===== src/hw/rtl/emb_ram.sv =====
// generic single-write, single-read RAM with registered read data
// no dependencies
`default_nettype none

module emb_ram #(
    parameter int WIDTH = 8,
    parameter int DEPTH = 256,
    localparam int AW   = (DEPTH > 1) ? $clog2(DEPTH) : 1
) (
    input  wire logic             i_clk,
    input  wire logic             i_we,
    input  wire logic [AW-1:0]    i_waddr,
    input  wire logic [WIDTH-1:0] i_wdata,
    input  wire logic [AW-1:0]    i_raddr,
    output logic      [WIDTH-1:0] o_rdata
);

    logic [WIDTH-1:0] r_mem [DEPTH];
    logic [WIDTH-1:0] r_rdata;

    always_ff @(posedge i_clk) begin
        if (i_we) begin
            r_mem[i_waddr] <= i_wdata;
        end
        r_rdata <= r_mem[i_raddr];
    end

    assign o_rdata = r_rdata;

endmodule

`default_nettype wire


===== config.mk =====
export PLATFORM = sky130hd
export DESIGN_NAME = emb_ram
export DESIGN_NICKNAME = d
export VERILOG_FILES = /design/src/hw/rtl/emb_ram.sv
export SDC_FILE = /design/constraint.sdc
export NUM_CORES = 2
export LEC_CHECK = 0
export BUFFER_PORTS_ARGS = -buffer_cell sky130_fd_sc_hd__buf_2
export CAP_MARGIN = 30
export CORE_MARGIN = 4
export CORE_UTILIZATION = 63
export DETAILED_ROUTE_END_ITERATION = 12
export GPL_ROUTABILITY_DRIVEN = 0
export PLACE_DENSITY = 0.79
export REMOVE_ABC_BUFFERS = 1
export SYNTH_ARGS = -nofsm -noshare
export SYNTH_HDL_FRONTEND = slang
export SYNTH_SLANG_ARGS = --single-unit
export TNS_END_PERCENT = 30

===== constraint.sdc =====
create_clock -name i_clk -period 3.7 [get_ports i_clk]
set_input_delay 0.37 -clock i_clk [delete_from_list [all_inputs] [get_ports i_clk]]
set_output_delay 0.37 -clock i_clk [all_outputs]
set_load 0.02 [all_outputs]

After elaboration in Yosys (flattened, before gate mapping) --
Memory sizes are Yosys's and may differ from the RTL's. A register that Yosys moved wholly into a read port is not among the register bits. Index checks and enable logic that the tools add are counted.
Word-level totals: register bits after elaboration 0, bits in writable memories 2048, bits of input ports 26, output and inout port bits 8, logic and storage cells 3, memories kept 1
Memories:
- r_mem | depth 256, bits a word 8, rd ports 1, clocked after Yosys merged registers in 1, wr ports 1, line 18 | logic [WIDTH-1:0] r_mem [DEPTH];
Operators by class: muxes and demuxes 2
Operator list (count):
- $mux W1 | 2

Logic depth before layout (Yosys ltp) --
depth in word-level cells 2, depth in mapped cells 11, gate-level depth less buffers 6

Least setup slack after synthesis --
OpenSTA, ideal clock, no wires.
path type input-to-reg, start point in i_raddr[0], end point reg r_rdata[2], in the netlist o_rdata[2] (read register of r_mem), library setup time 131 ps, data arrival time 2177 ps, required time 3569 ps, slack 1392 ps, stages on the path 9, buffers on the path 4, cells stage by stage buf_6 -> buf_12 -> buf_8 -> buf_2 -> mux4_2 -> a22oi_1 -> a21oi_1 -> nor4_1 -> nor4_2
RTL lines:
- start, declared | line 14 | input wire logic [AW-1:0] i_raddr,
- end, declared | line 19 | logic [WIDTH-1:0] r_rdata;

==> impl_metrics.json <==
{
  "status": "finished, final reports clean",
  "most-common-layout-cells": "2048 x edfxtp_1, 454 x mux4_2, 279 x nor2_1",
  "grt_pass1_wl_um": 291000,
  "grt_most_used_layer": "met2",
  "areaGrowthSynthToFinish_pct": 11.9,
  "post_dp_cell_area_sq_um": 83000,
  "yosysUniqueCellTypes": 55,
  "worst_slew_pin_slew_ns": 1.07,
  "first_pass_iters": 8,
  "antenna_found_initial": 9,
  "min_period_over_period_pct": 84.7,
  "place_inst": 5460,
  "portBuffers": 33,
  "max_freq_mhz": 319,
  "cts_tree": "done",
  "grt_pass1_vias": 41500,
  "vias": 41400,
  "grt_overflow": 0,
  "hold_path.class": "in -> reg",
  "cp-end-kind": "flop",
  "htreeDepth": 4,
  "fill_cells": 6913,
  "post_cts_buffers": 0,
  "insertion_delay_ns": 0.83,
  "worstPathArrival_ns": 3.78,
  "ios": 34,
  "seq_area_sq_um": 61700,
  "die-area_sq_um": 132000,
  "die_h_um": 363,
  "maxCapViolations": 0,
  "cellLeakagePower_nw": 27.9,
  "yosysSeqAreaShare_pct": 77.5,
  "numCtsBuffers": 192,
  "syn_area_per_cell_sq_um": 21.3,
  "final-setup-viol-count": 0,
  "dpl.hpwl_um": 118000,
  "fin_nets": 4034,
  "cts_buffer_depth": 3,
  "rsz0062_at_grt": "false",
  "use_met3_pct": 7.77,
  "grt_max_degree": 148,
  "chipWidth_um": 363,
  "ff2ff_path_depth": 7,
  "cts_root_buf": "clkbuf_16",
  "grtUsageMet1_pct": 42.1,
  "grt.total_usage_pct": 30.8,
  "ys_ff_latch": 2056,
  "relSlewSlack_pct": 28.7,
  "crit_required_ns": 4.35,
  "skew_ns": 0.0488,
  "clkTransAtPathRegs_ns": 0.06,
  "post-route-cell-area_sq_um": 89000,
  "min_path_cells": 1,
  "drcViolationCount": 0,
  "rows": 130,
  "ys_warn_count": 0,
  "finalHoldViolCount": 0,
  "syn_area_sq_um": 79600,
  "vias_per_cell": 7.11,
  "powerDensity_nw_per_um2": 530,
  "cts_resized": 0,
  "final.min_clock_period_ns": 3.13,
  "instances_no_fill": 5822,
  "mostFrequentLayoutCell": "edfxtp_1",
  "regToRegSetupSlack_ns": 0.74,
  "drt_iter0_markers": 7050,
  "peakVddDrop_v": 0.000569,
  "multi_input_area_sq_um": 16500,
  "avgRoutedWirePerCell_um": 34.3,
  "initial_core_util_pct": 63.4,
  "drtAntennaViolNets": 0,
  "cts_sinks": 2056,
  "crit_fanout": 49,
  "use_met2_pct": 48.0,
  "drv_slew": 0,
  "layout-drive-gt1-share_pct": 25.2,
  "synth_cells": 3733,
  "worstSetupStartpointType": "input pin",
  "core_area_sq_um": 126000,
  "drt_wl_total_um": 200000,
  "path_class": "in -> reg"
}
## power breakdown
group	switching [mW]	internal (mW)	total [mW]
Sequential	0.0456	25.7	25.7
Clock	8.46	10.6	19.1
Combinational	1.56	0.848	2.40
Total	10.1	37.1	47.2
## final timing paths
path,from,to
min,i_wdata[6],r_mem[104][6]
min reg2reg,r_mem[42][2],o_rdata[2]
max,i_raddr[0],o_rdata[4]
max reg2reg,r_mem[73][4],o_rdata[4]
## sequential cells by signal, indices dropped and copies added (netlist names)
register	cells
o_rdata	8
r_mem	2048
## critical path, stage by stage
cell      delay [ns]
buf_8           0.28
buf_12          0.24
buf_12          0.35
mux4_2          0.57
nor2b_1         0.15
a211oi_1        0.57
nor2_1          0.20
nor4_1          0.70
buf_4           0.23
nor4_1          0.05
## per-layer routing
layer / vias up / routed length [um]
li1: 16200 / -
met1: 21200 / 68600
met2: 3300 / 96300
met3: 625 / 24400
met4: 6 / 10400
met5: - / 37
## per-stage QoR
| stage | power (mW) | setup TNS [ns] | hold slack, ns | utilization (%) | setup slack [ns] |
|---|---|---|---|---|---|
| after floorplan | 27.1 | 0 | 0.469 | - | 0.922 |
| after global placement | 28.5 | -0.0566 | 0.881 | 66.1 | -0.0566 |
| after detailed placement | 28.5 | -0.0549 | 0.875 | 66.1 | -0.0447 |
| after CTS | 47.2 | 0 | 0.101 | 70.9 | 0.707 |
| after global routing | 48.5 | 0 | 0.142 | 70.9 | 0.586 |
| final | 47.2 | 0 | 0.128 | 70.9 | 0.566 |
## cells in the mapped netlist, drive strengths merged
| cell | number | area share, % |
|---|---|---|
| nor4b | 1 | 0.011 |
| or2b | 1 | 0.0094 |
| or3b | 1 | 0.011 |
| and2 | 6 | 0.047 |
| buf | 122 | 1.3 |
| edfxtp | 2048 | 77 |
| nand3 | 34 | 0.21 |
| nand4 | 10 | 0.079 |
| o211ai | 10 | 0.094 |
| o32ai | 5 | 0.064 |
| a22oi | 133 | 1.3 |
| a22o | 8 | 0.088 |
| a221oi | 14 | 0.16 |
| nor2b | 31 | 0.24 |
| clkinv | 1 | 0.0047 |
| nor4 | 27 | 0.24 |
| nand3b | 2 | 0.019 |
| a311oi | 2 | 0.022 |
| and3 | 1 | 0.0079 |
| o22a | 5 | 0.055 |
| o221ai | 47 | 0.53 |
| a2111oi | 5 | 0.066 |
| o22ai | 28 | 0.22 |
| o311ai | 1 | 0.011 |
| nand2 | 33 | 0.16 |
| mux4 | 456 | 13 |
| and3b | 2 | 0.022 |
| o21ai | 12 | 0.075 |
| a21oi | 96 | 0.60 |
| mux2 | 1 | 0.014 |
| dfxtp | 8 | 0.20 |
| nor3 | 22 | 0.14 |
| nor2 | 282 | 1.3 |
| nor3b | 1 | 0.0094 |
| a21boi | 1 | 0.0094 |
| a31oi | 2 | 0.016 |
| mux2i | 134 | 1.7 |
| nand2b | 8 | 0.063 |
| clkbuf | 111 | 0.52 |
| inv | 1 | 0.0047 |
| or2 | 4 | 0.031 |
| a211oi | 16 | 0.15 |
## timing repair
item | in CTS | in global routing
setup endpoints to repair | 0 | 0
hold buffers | 0 | 1
endpoints found under the hold margin | 0 | 10
## cell type report
class / count / share of cell area (%)
multi-input cells: 1442 / 18.5
well taps: 1650 / 2.32
clock inverters: 112 / 1.06
diodes: 5 / 0.0141
repair buffers: 314 / 3.14
clock buffers: 241 / 5.70
inverters: 2 / 0.00843
flip-flops and latches: 2056 / 69.3
## logic make-up (layout without fill, tap and decap cells)
| family | count (synthesis) | after routing | synth area share [%] |
|---|---|---|---|
| other | 0 | 5 | 0 |
| AND/OR/NAND/NOR | 466 | 466 | 2.63 |
| buffers and inverters | 235 | 669 | 1.83 |
| flip-flops | 2056 | 2056 | 77.5 |
| AO/OA/AOI/OAI | 385 | 385 | 3.42 |
| multiplexers | 591 | 591 | 14.6 |
Note: power is estimated with default switching activity, not from simulation.
