File: src/hw/rtl/emb_pkg.sv
// shared types and constants for the emulated memory bus decoder
// no dependencies; imported by the interfaces, the decoder and the top level
`default_nettype none

package emb_pkg;

    localparam int ADDR_W        = 24;
    localparam int DATA_W        = 32;
    localparam int WIDTH_W       = 3;
    localparam int ROMLEN_W      = 23;
    localparam int CFG_IDX_W     = 2;
    localparam int RAM_AW        = 16;
    localparam int RAM_BYTES     = 65536;
    localparam int ROM_BYTES_DEF = 4194304;

    localparam logic [ADDR_W-1:0] RAM_BASE  = 24'hff0000;
    localparam logic [ADDR_W-1:0] ROM_LIMIT = 24'h400000;

    localparam logic [CFG_IDX_W-1:0] CFG_ROM_LENGTH = 2'd0;
    localparam logic [CFG_IDX_W-1:0] CFG_DEV_READ   = 2'd1;
    localparam logic [CFG_IDX_W-1:0] CFG_DEV_WRITE  = 2'd2;

    typedef enum logic [1:0] {
        OP_READ  = 2'd0,
        OP_WRITE = 2'd1,
        OP_LOAD  = 2'd2,
        OP_BAD   = 2'd3
    } t_op;

    typedef enum logic [2:0] {
        ST_RAM   = 3'd0,
        ST_ROM   = 3'd1,
        ST_DEV   = 3'd2,
        ST_FAULT = 3'd3,
        ST_ROMWR = 3'd4,
        ST_LOAD  = 3'd5
    } t_status;

    typedef enum logic [2:0] {
        ACT_NONE   = 3'd0,
        ACT_RAM_RD = 3'd1,
        ACT_RAM_WR = 3'd2,
        ACT_ROM_RD = 3'd3,
        ACT_ROM_LD = 3'd4
    } t_act;

    typedef struct packed {
        t_status status;
        t_act    act;
    } t_dec;

endpackage

`default_nettype wire

File: src/hw/rtl/emb_decode.sv
// address and operation decode: picks result status and memory action
// depends on emb_pkg
`default_nettype none

module emb_decode
    import emb_pkg::*;
#(
    parameter int ROM_BYTES = ROM_BYTES_DEF
) (
    input  wire t_op                  i_op,
    input  wire logic [ADDR_W-1:0]    i_addr,
    input  wire logic [WIDTH_W-1:0]   i_width,
    input  wire logic [ROMLEN_W-1:0]  i_rom_length,
    input  wire logic                 i_dev_rd,
    input  wire logic                 i_dev_wr,
    output t_dec                      o_dec
);

    localparam logic [ADDR_W-1:0] ROM_END = ADDR_W'(ROM_BYTES);

    logic              width_ok;
    logic [ADDR_W-1:0] rom_len;
    logic [ADDR_W-1:0] end_addr;
    logic              present;

    always_comb begin
        width_ok = (i_width == 3'd1) || (i_width == 3'd2) || (i_width == 3'd4);
        rom_len  = ({1'b0, i_rom_length} > ROM_END) ? ROM_END : {1'b0, i_rom_length};
        end_addr = i_addr + ADDR_W'(i_width);
        present  = (i_op == OP_READ) ? i_dev_rd : i_dev_wr;

        o_dec.status = ST_FAULT;
        o_dec.act    = ACT_NONE;
        if (i_op == OP_LOAD) begin
            if (i_addr < ROM_END) begin
                o_dec.status = ST_LOAD;
                o_dec.act    = ACT_ROM_LD;
            end
        end else if (i_op == OP_BAD || !width_ok) begin
            o_dec.status = ST_FAULT;
        end else if (i_addr >= RAM_BASE) begin
            o_dec.status = ST_RAM;
            o_dec.act    = (i_op == OP_READ) ? ACT_RAM_RD : ACT_RAM_WR;
        end else if (i_addr < ROM_LIMIT) begin
            if (i_op == OP_READ) begin
                if (end_addr <= rom_len) begin
                    o_dec.status = ST_ROM;
                    o_dec.act    = ACT_ROM_RD;
                end
            end else begin
                o_dec.status = ST_ROMWR;
            end
        end else if (present) begin
            o_dec.status = ST_DEV;
        end
    end

endmodule

`default_nettype wire

File: config.mk
export PLATFORM = sky130hd
export DESIGN_NAME = emb_decode
export DESIGN_NICKNAME = d
export VERILOG_FILES = /design/src/hw/rtl/emb_pkg.sv /design/src/hw/rtl/emb_decode.sv
export SDC_FILE = /design/constraint.sdc
export NUM_CORES = 1
export LEC_CHECK = 0
export BUFFER_PORTS_ARGS = -buffer_cell sky130_fd_sc_hd__buf_2
export CAP_MARGIN = 15
export CORE_ASPECT_RATIO = 0.75
export CORE_MARGIN = 2
export CORE_UTILIZATION = 53
export DETAILED_ROUTE_END_ITERATION = 10
export PLACE_DENSITY = 0.9
export SLEW_MARGIN = 20
export SYNTH_ARGS = -nofsm -noshare
export SYNTH_HDL_FRONTEND = slang
export SYNTH_SLANG_ARGS = --single-unit
File: constraint.sdc
create_clock -name vclk -period 5.73
set_input_delay 0.2865 -clock vclk [all_inputs]
set_output_delay 0.2865 -clock vclk [all_outputs]
set_load 0.02 [all_outputs]
[Yosys cells after proc, flatten, opt, wreduce, memory -nomap -nowiden]
Cells that the tools add are included.
Storage, ports and cells
  bits of input ports: 54
  output and inout port bits: 6
  logic and storage cells: 29
  bits in registers: 0
Operators by class
  multiplexer cells: 14
  $add $sub $neg: 1
  magnitude comparators: 4
  equality and inequality tests: 5
  reductions and logical operators: 5
Operators by type and width (count)
  adder 24 x 3 -> 24 bit: 1
  >= comparator 24 bit, second input constant: 1
  less-or-equal comparator 24 x 23 -> 1 bit: 1
  less-than comparator 24 x 23 -> 1 bit, second input constant: 1
  > comparator 23 bit, second input constant: 1
  2-to-1 mux 23 bit: 1
  2-to-1 mux 3 bit: 6
  2-to-1 mux 6 bit: 3
  2-to-1 mux 5 bit: 1
  == test 2 bit, second input constant: 2
  == test 3 x 1 -> 1 bit, second input constant: 1
  == test 3 x 2 -> 1 bit, second input constant: 1
  == test 3 bit, second input constant: 1
  logical OR 1 bit: 3
  zero test 2 bit: 1
  2-to-1 mux 1 bit: 2
  2-to-1 mux 2 bit: 1
  zero test 1 bit: 1

[Depth between registers and ports, before layout]
Gate-level depths: netlist (run 1).
  depth in word-level cells: 9
  gate-level depth with buffers: 16
  mapped depth without buffers: 16

[Worst setup path after synthesis (run 1)]
No wires, ideal clock.
  kind: in2out
  start: input port i_addr[0]
  end: output port o_dec[4] (netlist bit)
  arrival time: 3.895 ns
  path slack: 1.549 ns
  required time: 5.444 ns
  stages on the path: 16
  buffers on the path: 0
  cell sequence: ha_1 inv_1 fa_1 nand2b_1 a21oi_1 and2_1 nand2b_1 nor2_1 xor2_1 ha_1 nand3_1 or4_1 a311oi_1 nor3_1 or4b_1 a31oi_1
RTL lines
  from (decl): RTL line emb_decode.sv:11  | input wire logic [ADDR_W-1:0] i_addr,
  to (decl): RTL line emb_decode.sv:16  | output t_dec o_dec

==> impl_results.rst, run 1 <==
.. list-table::
   :header-rows: 1

   * - Metric
     - Value
   * - Wire length of the first global-routing pass
     - approximately 5300 um
   * - DRC errors left
     - 0
   * - Maximum fanout encountered on the critical timing path
     - 4
   * - Cell class contributing the biggest share of worst-path delay
     - simple AND/OR/NAND/NOR gates
   * - Max-slew headroom
     - a little over three fifths
   * - Via count of the first global-routing pass
     - 1356
   * - Antenna violation net count after detailed routing
     - 0
   * - Worst Max-Slew Pin Slew
     - ~0.55 ns
   * - Setup violations, final
     - 0
   * - Via density
     - 5.70
   * - Arrival time of data at the critical path endpoint
     - approximately 4.3 ns
   * - Most frequent standard cell in the layout excluding fill and tap cells
     - sky130_fd_sc_hd__buf_2
   * - Biggest area contributors in the synthesized netlist
     - sky130_fd_sc_hd__ha_1, sky130_fd_sc_hd__nand2_1, sky130_fd_sc_hd__xnor2_1
   * - Placement row count
     - 15
   * - Largest stage delay on the critical path
     - ~0.55 ns
   * - Warnings from Yosys
     - 0
   * - Proportion of layout cells with a drive suffix above 1
     - a little over a quarter
   * - Cells traversed along the worst timing path
     - buf_2 > ha_1 > inv_1 > fa_1 > nand2b_1 > a21oi_1 > and2_1 > nand2b_1 > nor2_1 > xor2_1 > ha_1 > nand3_1 > or4_1 > a311oi_1 > nor3_1 > or4b_1 > a31oi_1 > buf_2
   * - Area inside the core boundary
     - 2250 um2
   * - Hold Path Class
     - input port to primary output
   * - Max Cap Viol
     - 0
   * - Gate count of the mapped netlist
     - 181
   * - Multi-input logic area
     - 1200 um2
   * - Power density over the cells
     - approximately 70 nW/um2
   * - Syn avg cell area
     - roughly 7 um2
   * - Area enclosed by the die boundary
     - approximately 2700 um2
   * - Hold Path Cell Cnt
     - 3
   * - Initial Utilization
     - 54.7%
   * - Initial antenna violation count
     - 0
   * - Setup total negative slack
     - 0 ns
   * - Clock buffer instance count of the final layout
     - 0
   * - Max VDD drop
     - approximately 0.000033 V
   * - Wire per inst
     - roughly 12 um
   * - Cell type with the largest total area after synthesis
     - sky130_fd_sc_hd__ha_1
   * - Unrepaired setup endpoints after global routing
     - false
   * - Final number of max-transition violations
     - 0
   * - Result of the run
     - complete, no violations
   * - Antenna Diode Count
     - 0
   * - Total Wirelength
     - around 3200 um
   * - Count of routing violations after the opening detailed-route iteration
     - 82
   * - Commonest cells after routing, fill and taps aside
     - sky130_fd_sc_hd__buf_2, sky130_fd_sc_hd__nand2_1, sky130_fd_sc_hd__ha_1, sky130_fd_sc_hd__xnor2_1
   * - Die X
     - 59.7 um
   * - Number of setup buffers added after CTS
     - 0
   * - Final GP Congestion
     - about 0.89
   * - Count of fill cells added during filler insertion
     - 200
   * - Synthesized Nets
     - around 260
   * - Area of all sequential standard cells
     - 0 um2
   * - Drt pass-1 iters
     - 4
   * - Total routing usage reported by global routing
     - a little under a quarter
   * - WP data required
     - roughly 5.4 ns
   * - Number of hold-slack violations in the final timing report
     - 0
   * - Slowest stage cell on the critical path
     - sky130_fd_sc_hd__or4_1
   * - Cell variety after synth
     - 37
   * - Area share of the largest cell type after synthesis
     - a little over a quarter
   * - Post-cts gate resize count
     - 0
   * - Critical path capture point type
     - primary output
   * - Min-delay src
     - i_addr[23]
   * - Number of flip-flops and latches
     - 0
   * - Leakage power summed over all cells
     - 0.000770 uW
   * - Post-route clock period utilization
     - 80.4%
   * - Startpoint type of the worst setup path
     - input port
   * - Peak clock frequency supported by timing
     - approximately 0.22 GHz
   * - Vias post-DR
     - 1515
   * - Crit Path Category
     - input port to primary output
   * - Largest net degree at the start of global routing
     - 17
   * - Remaining global-route overflow
     - 0
   * - Combined buffer and inverter count along the critical path
     - 3
   * - Final cell count without fillers
     - around 270
   * - Half-perimeter wire length after detailed placement
     - about 2900 um
   * - Portion of the post-synthesis area used by sequential elements
     - 0%
   * - Number of placed instances, taps included
     - 266
   * - Number of ports placed on the die boundary
     - 60
   * - Shortest clock period the worst path allows after layout
     - approximately 4.6 ns
   * - # port buffers
     - 60
   * - Area added between synthesis and finish
     - 27.2%
   * - Overall die height
     - 45.8 um
   * - Mapped Area
     - about 1200 um2
   * - Worst hold endpoint
     - o_dec[2]
   * - Hold-fix buffers, CTS
     - 0
   * - Number of nets in the layout
     - 324
## area by class of cell
type / count / share of cell area (%)
Timing Repair Buffer: 61 / 19.6
Inverter: 7 / 1.68
Multi-Input combinational cell: 173 / 76.7
Tap cell: 25 / 2.00
## worst max-delay path by stage
stage / to / slack [ns] / from / cells after the start
detailed placement: o_dec[4] / 1.14 / i_width[0] / 18
finish: o_dec[4] / 1.13 / i_width[0] / 18
global placement: o_dec[4] / 1.32 / i_width[0] / 18
floorplan: o_dec[4] / 1.55 / i_addr[0] / 16
global route: o_dec[4] / 0.82 / i_width[0] / 18
CTS: o_dec[4] / 1.13 / i_width[0] / 18
## per-stage QoR
stage	worst slack (ns)	power (uW)	hold slack, ns	instance area (um2)	utilization, %
6_report	1.13	110	0.888	1570	69.6
5_1_grt	0.824	124	0.913	1570	69.6
4_1_cts	1.13	109	0.887	1570	69.6
3_5_place_dp	1.14	108	0.885	1570	69.6
3_3_place_gp	1.32	105	0.884	1570	69.6
2_1_floorplan	1.55	65.6	0.663	1230	-
## layer usage
| layer | wire [um] | global-route usage [%] |
|---|---|---|
| met5 | 0 | 0 |
| met4 | 36 | 2.67 |
| met3 | 247 | 0.852 |
| met2 | 1410 | 42.0 |
| met1 | 1550 | 33.6 |
## cell usage after synthesis
master,n
sky130_fd_sc_hd__and3_1,5
sky130_fd_sc_hd__o22ai_1,1
sky130_fd_sc_hd__nand3_1,5
sky130_fd_sc_hd__inv_1,7
sky130_fd_sc_hd__or4_1,2
sky130_fd_sc_hd__or3b_2,1
sky130_fd_sc_hd__nor2b_1,1
sky130_fd_sc_hd__a21boi_0,2
sky130_fd_sc_hd__o21a_1,3
sky130_fd_sc_hd__a21o_1,3
sky130_fd_sc_hd__nor2_1,11
sky130_fd_sc_hd__nand2b_1,3
sky130_fd_sc_hd__clkbuf_1,1
sky130_fd_sc_hd__or4b_1,1
sky130_fd_sc_hd__nand3b_1,1
sky130_fd_sc_hd__xnor2_1,15
sky130_fd_sc_hd__nand4_1,9
sky130_fd_sc_hd__o21ai_0,5
sky130_fd_sc_hd__o21bai_1,1
sky130_fd_sc_hd__and4_1,1
sky130_fd_sc_hd__fa_1,1
sky130_fd_sc_hd__a211oi_1,1
sky130_fd_sc_hd__nand2_1,39
sky130_fd_sc_hd__nor4_1,4
sky130_fd_sc_hd__xor2_1,7
sky130_fd_sc_hd__ha_1,26
sky130_fd_sc_hd__a21oi_1,11
sky130_fd_sc_hd__a311oi_1,1
sky130_fd_sc_hd__nor3_1,4
sky130_fd_sc_hd__a211o_1,1
sky130_fd_sc_hd__a31oi_1,1
sky130_fd_sc_hd__o2bb2ai_1,1
sky130_fd_sc_hd__and2_1,2
sky130_fd_sc_hd__or2_2,1
sky130_fd_sc_hd__or3_1,1
sky130_fd_sc_hd__o2111ai_1,1
sky130_fd_sc_hd__o41ai_2,1
## report_power, final
| group | leakage [uW] | switching, uW | internal [uW] | total [uW] |
|---|---|---|---|---|
| logic | 0.000770 | 58.1 | 51.5 | 110 |
| clock network | 0 | 0 | 0 | 0 |
| registers | 0 | 0 | 0 | 0 |
| total | 0.000770 | 58.1 | 51.5 | 110 |
## cells by family (layout without fill, tap and decap cells)
| logic type | count (synthesis) | after routing | share of synthesized area [%] |
|---|---|---|---|
| xor+xnor | 22 | 22 | 15.6 |
| fa+ha+maj | 27 | 27 | 28.0 |
| simple gates | 91 | 91 | 36.1 |
| buf+inv | 8 | 68 | 2.44 |
| compound gates | 33 | 33 | 17.8 |
No activity file was read; power rests on OpenSTA's default activity.
==> run 2, diff against run 1 <==
--- a/config.mk
+++ b/config.mk
@@ -5,13 +5,14 @@
 export SDC_FILE = /design/constraint.sdc
 export NUM_CORES = 1
 export LEC_CHECK = 0
+export ABC_AREA = 1
 export BUFFER_PORTS_ARGS = -buffer_cell sky130_fd_sc_hd__buf_2
 export CAP_MARGIN = 15
 export CORE_ASPECT_RATIO = 0.75
 export CORE_MARGIN = 2
-export CORE_UTILIZATION = 53
+export CORE_UTILIZATION = 52
 export DETAILED_ROUTE_END_ITERATION = 10
-export PLACE_DENSITY = 0.9
+export PLACE_DENSITY = 0.85
 export SLEW_MARGIN = 20
 export SYNTH_ARGS = -nofsm -noshare
 export SYNTH_HDL_FRONTEND = slang
==> constraint.sdc (replaced) <==
create_clock -name vclk -period 4.4
set_input_delay 0.22 -clock vclk [all_inputs]
set_output_delay 0.22 -clock vclk [all_outputs]
set_load 0.02 [all_outputs]
==> run 2 against run 1 <==
Compared with the run above:
- power rose by 44%
- count of clock-buffer cells in the layout did not move
- largest cell class unchanged
- via count rose by 15%
- die area rose by 19%
- final cell count rose by 30%
==> impl_results.rst, run 2 <==
.. list-table::
   :header-rows: 1

   * - Metric
     - Value
   * - Portion of the post-synthesis area used by sequential elements
     - 0% (unchanged)
   * - Leakage power summed over all cells
     - 0.000967 uW (+26%)
   * - Die X
     - 65.2 um (+9.2%)
   * - Dominant cell by count in the synthesized netlist
     - sky130_fd_sc_hd__nand2_1
   * - Arrival time of data at the critical path endpoint
     - 3.46 ns (-0.86 ns)
   * - Max Cap Viol
     - 0 (unchanged)
   * - Synthesized Nets
     - 332 (+27%)
   * - Number of nets in the layout
     - 392 (+21%)
   * - Total power after layout
     - 158 uW (+44%)
   * - Final number of max-transition violations
     - 0 (unchanged)
   * - WP data required
     - 4.18 ns (-1.26 ns)
   * - Unrepaired setup endpoints after global routing
     - false
   * - Via count of the first global-routing pass
     - 1490 (+9.9%)
   * - Area share of the largest cell type after synthesis
     - 22.3% (-4.1 points)
   * - Wire length of the first global-routing pass
     - 6420 um (+22%)
   * - Final GP Congestion
     - 0.943 (+5.9%)
   * - Number of ports placed on the die boundary
     - 60 (unchanged)
   * - Vias post-DR
     - 1748 (+15%)
   * - Biggest area contributors in the synthesized netlist
     - sky130_fd_sc_hd__ha_1, sky130_fd_sc_hd__nand2_1, sky130_fd_sc_hd__inv_1
   * - Placement row count
     - 16 (+1)
   * - Antenna violation net count after detailed routing
     - 0 (unchanged)
   * - Wire per inst
     - 11.0 um (-10%)
   * - Post-route clock period utilization
     - 83.6%
   * - Worst Max-Slew Pin Slew
     - 0.694 ns (+0.142 ns)
   * - Warnings from Yosys
     - 0 (unchanged)
   * - Initial antenna violation count
     - 0 (unchanged)
   * - Number of setup buffers added after CTS
     - 0 (unchanged)
   * - Syn avg cell area
     - 5.82 um2 (-15%)
   * - Commonest cells in the netlist
     - sky130_fd_sc_hd__nand2_1, sky130_fd_sc_hd__inv_1, sky130_fd_sc_hd__ha_1
   * - Area added between synthesis and finish
     - 22.6%
   * - Cell type with the largest total area after synthesis
     - sky130_fd_sc_hd__ha_1
   * - Crit Path Category
     - input port to primary output
   * - DRC errors left
     - 0 (unchanged)
   * - Maximum fanout encountered on the critical timing path
     - 21 (+17)
   * - Max VDD drop
     - 0.0000431 V (+31%)
   * - Via density
     - 5.07 (-11%)
   * - Overall die height
     - 49.9 um (+9.0%)
   * - Clock buffer instance count of the final layout
     - 0 (unchanged)
   * - Peak clock frequency supported by timing
     - approximately 0.27 GHz
   * - Shortest clock period the worst path allows after layout
     - 3.68 ns
   * - Number of hold-slack violations in the final timing report
     - 0 (unchanged)
   * - Antenna Diode Count
     - 0 (unchanged)
   * - Hold Path Class
     - input port to primary output
   * - Largest net degree at the start of global routing
     - 22 (+5)
   * - Count of fill cells added during filler insertion
     - 260 (+30%)
   * - Max-slew headroom
     - 53.6% (-9.3 points)
   * - Gate count of the mapped netlist
     - 251 (+39%)
   * - Drt pass-1 iters
     - 4 (unchanged)
   * - Area enclosed by the die boundary
     - 3250 um2 (+19%)
   * - Area inside the core boundary
     - 2640 um2 (+17%)
   * - Half-perimeter wire length after detailed placement
     - 3350 um (+15%)
   * - Count of routing violations after the opening detailed-route iteration
     - 79 (-3.7%)
   * - Mapped Area
     - 1460 um2 (+18%)
   * - Number of flip-flops and latches
     - 0 (unchanged)
   * - Total Wirelength
     - 3780 um (+17%)
   * - Area of all sequential standard cells
     - 0 um2 (unchanged)
   * - Hold-fix buffers, CTS
     - 0 (unchanged)
   * - Setup total negative slack
     - 0 ns (unchanged)
   * - Post-cts gate resize count
     - 0 (unchanged)
   * - Result of the run
     - complete, no violations
   * - Commonest cells after routing, fill and taps aside
     - sky130_fd_sc_hd__nand2_1, sky130_fd_sc_hd__buf_2, sky130_fd_sc_hd__inv_1, sky130_fd_sc_hd__ha_1, sky130_fd_sc_hd__nor2_1
   * - # port buffers
     - 60 (unchanged)
   * - Critical path capture point type
     - primary output
   * - Cell variety after synth
     - 27 (-27%)
   * - Remaining global-route overflow
     - 0 (unchanged)
   * - Setup violations, final
     - 0 (unchanged)
   * - Initial Utilization
     - 55.3% (+0.53 points)
   * - Power density over the cells
     - 88.3 nW/um2 (+26%)
   * - Most frequent standard cell in the layout excluding fill and tap cells
     - sky130_fd_sc_hd__nand2_1
   * - Proportion of layout cells with a drive suffix above 1
     - 24.9% (-1.6 points)
   * - Total routing usage reported by global routing
     - 23.9% (+0.029 points)
   * - Startpoint type of the worst setup path
     - input port
## run 2: cell count changes in the layout (fill, tap and decap cells not counted), sizes merged, moves of 6 or more
cell,before,now
inv,7,36
nand2,39,84
nand3,5,11
nor2,11,26
nor3,4,11
xnor2,15,9
## run 2: path summary, 6_finish.rpt
check / endpoint / start / slack [ns] / cells after the start
max: o_dec[4] / i_rom_length[10] / 0.72 / 18
min: o_dec[2] / i_op[0] / 0.77 / 3
## run 2: cells by family after synthesis
family / after synthesis / synth area share, %
adders and majority gates: 27 / 23.7
xor gates and xnor gates: 20 / 12.0
and+or+nand+nor: 143 / 44.8
AOI/OAI and AO/OA: 23 / 9.25
buffers and inverters: 38 / 10.3
## run 2: cell type report
cell class / count / area, um2 / share of cell area, %
multi-input cells: 213 / 1310 / 73.2
repair buffers: 60 / 300 / 16.8
inverters: 36 / 135 / 7.55
well taps: 36 / 45.0 / 2.52
## run 2: stage by stage
| step | instances | worst slack, ns | instance area (um2) | utilization [%] | hold WS (ns) |
|---|---|---|---|---|---|
| floorplan | 251 | 1.23 | 1460 | - | 0.530 |
| global placement | 345 | 0.860 | 1790 | 67.8 | 0.760 |
| detailed placement | 345 | 0.758 | 1790 | 67.8 | 0.761 |
| CTS | 345 | 0.764 | 1790 | 67.8 | 0.761 |
| global route | 345 | 0.419 | 1790 | 67.8 | 0.784 |
| finish | 345 | 0.720 | 1790 | 67.8 | 0.765 |
## run 2: worst max-delay path, cell delays in order
cell                      delay, ns
sky130_fd_sc_hd__buf_2         0.10
sky130_fd_sc_hd__or4_1         0.50
sky130_fd_sc_hd__nor3_1        0.25
sky130_fd_sc_hd__nand4_1       0.18
sky130_fd_sc_hd__nand2_1       0.55
sky130_fd_sc_hd__nand2_1       0.13
sky130_fd_sc_hd__ha_1          0.33
sky130_fd_sc_hd__nand2_1       0.06
sky130_fd_sc_hd__nor2_1        0.13
sky130_fd_sc_hd__nand2_1       0.07
sky130_fd_sc_hd__nor3_1        0.26
sky130_fd_sc_hd__nand4_1       0.12
sky130_fd_sc_hd__nand2_1       0.09
sky130_fd_sc_hd__nand2_2       0.06
sky130_fd_sc_hd__nand2_1       0.05
sky130_fd_sc_hd__nand2_1       0.04
sky130_fd_sc_hd__a21oi_1       0.11
sky130_fd_sc_hd__buf_2         0.17
## run 2: where the power goes
part	internal (uW)	switching, uW	leakage [uW]
Clock	0	0	0
Combinational	67.1	91.0	0.000967
Sequential	0	0	0
Total	67.1	91.0	0.000967
## run 2: per-layer routing
layer / vias to the layer above / global-route usage [%] / wire length [um]
li1: 931 / - / -
met1: 762 / 38.2 / 1990
met2: 55 / 37.6 / 1540
met3: 0 / 0.457 / 252
met4: 0 / 0 / 0
met5: - / 0 / 0
==> run 3, diff against run 2 <==
==> constraint.sdc (replaced) <==
create_clock -name vclk -period 3.6
set_input_delay 0.18 -clock vclk [all_inputs]
set_output_delay 0.18 -clock vclk [all_outputs]
set_load 0.02 [all_outputs]
==> run 3 against run 2 <==
Compared with the run above:
- cell area up 2.4%
- critical path type unchanged
- worst hold slack worse by 0.076 ns
- highest routed layer is now met4
- combinational power up 25%
- critical endpoint is now o_dec[0]
- sequential share of layout area unchanged
- first-iteration DRC count down 1.3%
==> impl_results.rst, run 3 (synthesized netlist as in run 2, its figures left out) <==
.. list-table::
   :header-rows: 1

   * - Metric
     - Value
   * - Peak clock frequency supported by timing
     - between 0.2 and 0.3 GHz
   * - Unrepaired setup endpoints after global routing
     - false
   * - Count of routing violations after the opening detailed-route iteration
     - 78 (-1.3%)
   * - Number of ports placed on the die boundary
     - 60 (unchanged)
   * - # port buffers
     - 60 (unchanged)
   * - Startpoint type of the worst setup path
     - input port
   * - Worst Max-Slew Pin Slew
     - 0.514 ns (-0.180 ns)
   * - Remaining global-route overflow
     - 0 (unchanged)
   * - Hold Path Class
     - input port to primary output
   * - Clock buffer instance count of the final layout
     - 0 (unchanged)
   * - Number of hold-slack violations in the final timing report
     - 0 (unchanged)
   * - Final GP Congestion
     - 0.901 (-4.4%)
   * - Proportion of layout cells with a drive suffix above 1
     - 25.7% (+0.80 points)
   * - Max Cap Viol
     - 0 (unchanged)
   * - Max VDD drop
     - 0.0000536 V (+24%)
   * - Drt pass-1 iters
     - 4 (unchanged)
   * - Number of setup buffers added after CTS
     - 0 (unchanged)
   * - Total Wirelength
     - 3820 um (+0.95%)
   * - Antenna violation net count after detailed routing
     - 0 (unchanged)
   * - Power density over the cells
     - 108 nW/um2 (+22%)
   * - Placement row count
     - 16 (unchanged)
   * - Critical path capture point type
     - primary output
   * - Post-cts gate resize count
     - 0 (unchanged)
   * - Max-slew headroom
     - 65.4% (+12 points)
   * - DRC errors left
     - 0 (unchanged)
   * - Most frequent standard cell in the layout excluding fill and tap cells
     - sky130_fd_sc_hd__nand2_1
   * - Number of flip-flops and latches
     - 0 (unchanged)
   * - Wire per inst
     - 11.0 um (+0.37%)
   * - Count of fill cells added during filler insertion
     - 264 (+1.5%)
   * - Via count of the first global-routing pass
     - 1542 (+3.5%)
   * - Die X
     - 65.2 um (unchanged)
   * - Via density
     - 4.96 (-2.1%)
   * - Initial Utilization
     - 55.3% (unchanged)
   * - Post-route clock period utilization
     - between 90% and 100%
   * - Shortest clock period the worst path allows after layout
     - 3.35 ns
   * - Wire length of the first global-routing pass
     - 6430 um (+0.11%)
   * - Total power after layout
     - 198 uW (+25%)
   * - Half-perimeter wire length after detailed placement
     - 3390 um (+1.0%)
   * - Initial antenna violation count
     - 0 (unchanged)
   * - Maximum fanout encountered on the critical timing path
     - 5 (-76%)
   * - Largest net degree at the start of global routing
     - 14 (-36%)
   * - Antenna Diode Count
     - 0 (unchanged)
   * - Setup violations, final
     - 0 (unchanged)
   * - Arrival time of data at the critical path endpoint
     - 3.17 ns (-0.29 ns)
   * - Hold-fix buffers, CTS
     - 0 (unchanged)
   * - Area of all sequential standard cells
     - 0 um2 (unchanged)
   * - Overall die height
     - 49.9 um (unchanged)
   * - Total routing usage reported by global routing
     - 23.9% (unchanged)
   * - WP data required
     - 3.42 ns (-0.76 ns)
   * - Result of the run
     - complete, no violations
   * - Number of nets in the layout
     - 394 (+0.51%)
   * - Area inside the core boundary
     - 2640 um2 (unchanged)
   * - Setup total negative slack
     - 0 ns (unchanged)
   * - Hold Path Cell Cnt
     - 3 (unchanged)
   * - Final number of max-transition violations
     - 0 (unchanged)
   * - Area added between synthesis and finish
     - 25.5%
   * - Crit Path Category
     - input port to primary output
   * - Area enclosed by the die boundary
     - 3250 um2 (unchanged)
   * - Commonest cells after routing, fill and taps aside
     - sky130_fd_sc_hd__nand2_1, sky130_fd_sc_hd__buf_2, sky130_fd_sc_hd__inv_1, sky130_fd_sc_hd__ha_1, sky130_fd_sc_hd__nor2_1
   * - Leakage power summed over all cells
     - 0.000991 uW (+2.5%)
   * - Vias post-DR
     - 1721 (-1.5%)
-- run 3: report_power, final --
group	internal [uW]	switching, uW	leakage (uW)
sequential	0	0	0
clock	0	0	0
combinational	84.2	114	0.000991
-- run 3: layout make-up --
| cell class | instances | area, um2 | share of cell area (%) |
|---|---|---|---|
| repair buffers | 62 | 315 | 17.2 |
| multi-input cells | 213 | 1340 | 73.0 |
| inverters | 36 | 135 | 7.37 |
| well taps | 36 | 45.0 | 2.46 |
-- run 3: critical path, stage by stage --
cell,delay [ns]
sky130_fd_sc_hd__buf_2,0.10
sky130_fd_sc_hd__ha_1,0.13
sky130_fd_sc_hd__inv_1,0.05
sky130_fd_sc_hd__fa_1,0.43
sky130_fd_sc_hd__o22ai_4,0.21
sky130_fd_sc_hd__nand4_4,0.17
sky130_fd_sc_hd__nor2_2,0.18
sky130_fd_sc_hd__nand3_1,0.12
sky130_fd_sc_hd__xor2_1,0.17
sky130_fd_sc_hd__inv_1,0.07
sky130_fd_sc_hd__ha_1,0.28
sky130_fd_sc_hd__nand2_1,0.07
sky130_fd_sc_hd__inv_1,0.04
sky130_fd_sc_hd__nand2_1,0.07
sky130_fd_sc_hd__nand2_1,0.05
sky130_fd_sc_hd__a21oi_1,0.13
sky130_fd_sc_hd__nand3_1,0.09
sky130_fd_sc_hd__nor2_1,0.08
sky130_fd_sc_hd__nand2_1,0.06
sky130_fd_sc_hd__nand2_2,0.07
sky130_fd_sc_hd__nand3_2,0.07
sky130_fd_sc_hd__a21oi_1,0.13
sky130_fd_sc_hd__buf_2,0.18
-- run 3: routing by layer --
| layer | part of all wire [%] | track usage (%) | vias to the layer above |
|---|---|---|---|
| li1 | - | - | 941 |
| met1 | 51 | 35.8 | 719 |
| met2 | 41 | 38.9 | 58 |
| met3 | 7.5 | 1.60 | 3 |
| met4 | 0.55 | 1.74 | 0 |
| met5 | 0 | 0 | - |
-- run 3: stage by stage --
step / util (%) / std cells / hold slack [ns] / area, um2 / setup slack, ns
CTS: 68.3 / 347 / 0.684 / 1810 / 0.138
finish: 69.4 / 347 / 0.689 / 1830 / 0.254
floorplan: - / 251 / 0.450 / 1460 / 0.509
global route: 69.4 / 347 / 0.709 / 1830 / 0.0124
detailed placement: 68.3 / 347 / 0.683 / 1810 / 0.155
global placement: 68.3 / 347 / 0.675 / 1810 / 0.194
-- run 3: worst paths after layout --
kind / endpoint / startpoint
worst max-delay path: o_dec[0] / i_width[0]
worst min-delay path: o_dec[2] / i_op[0]
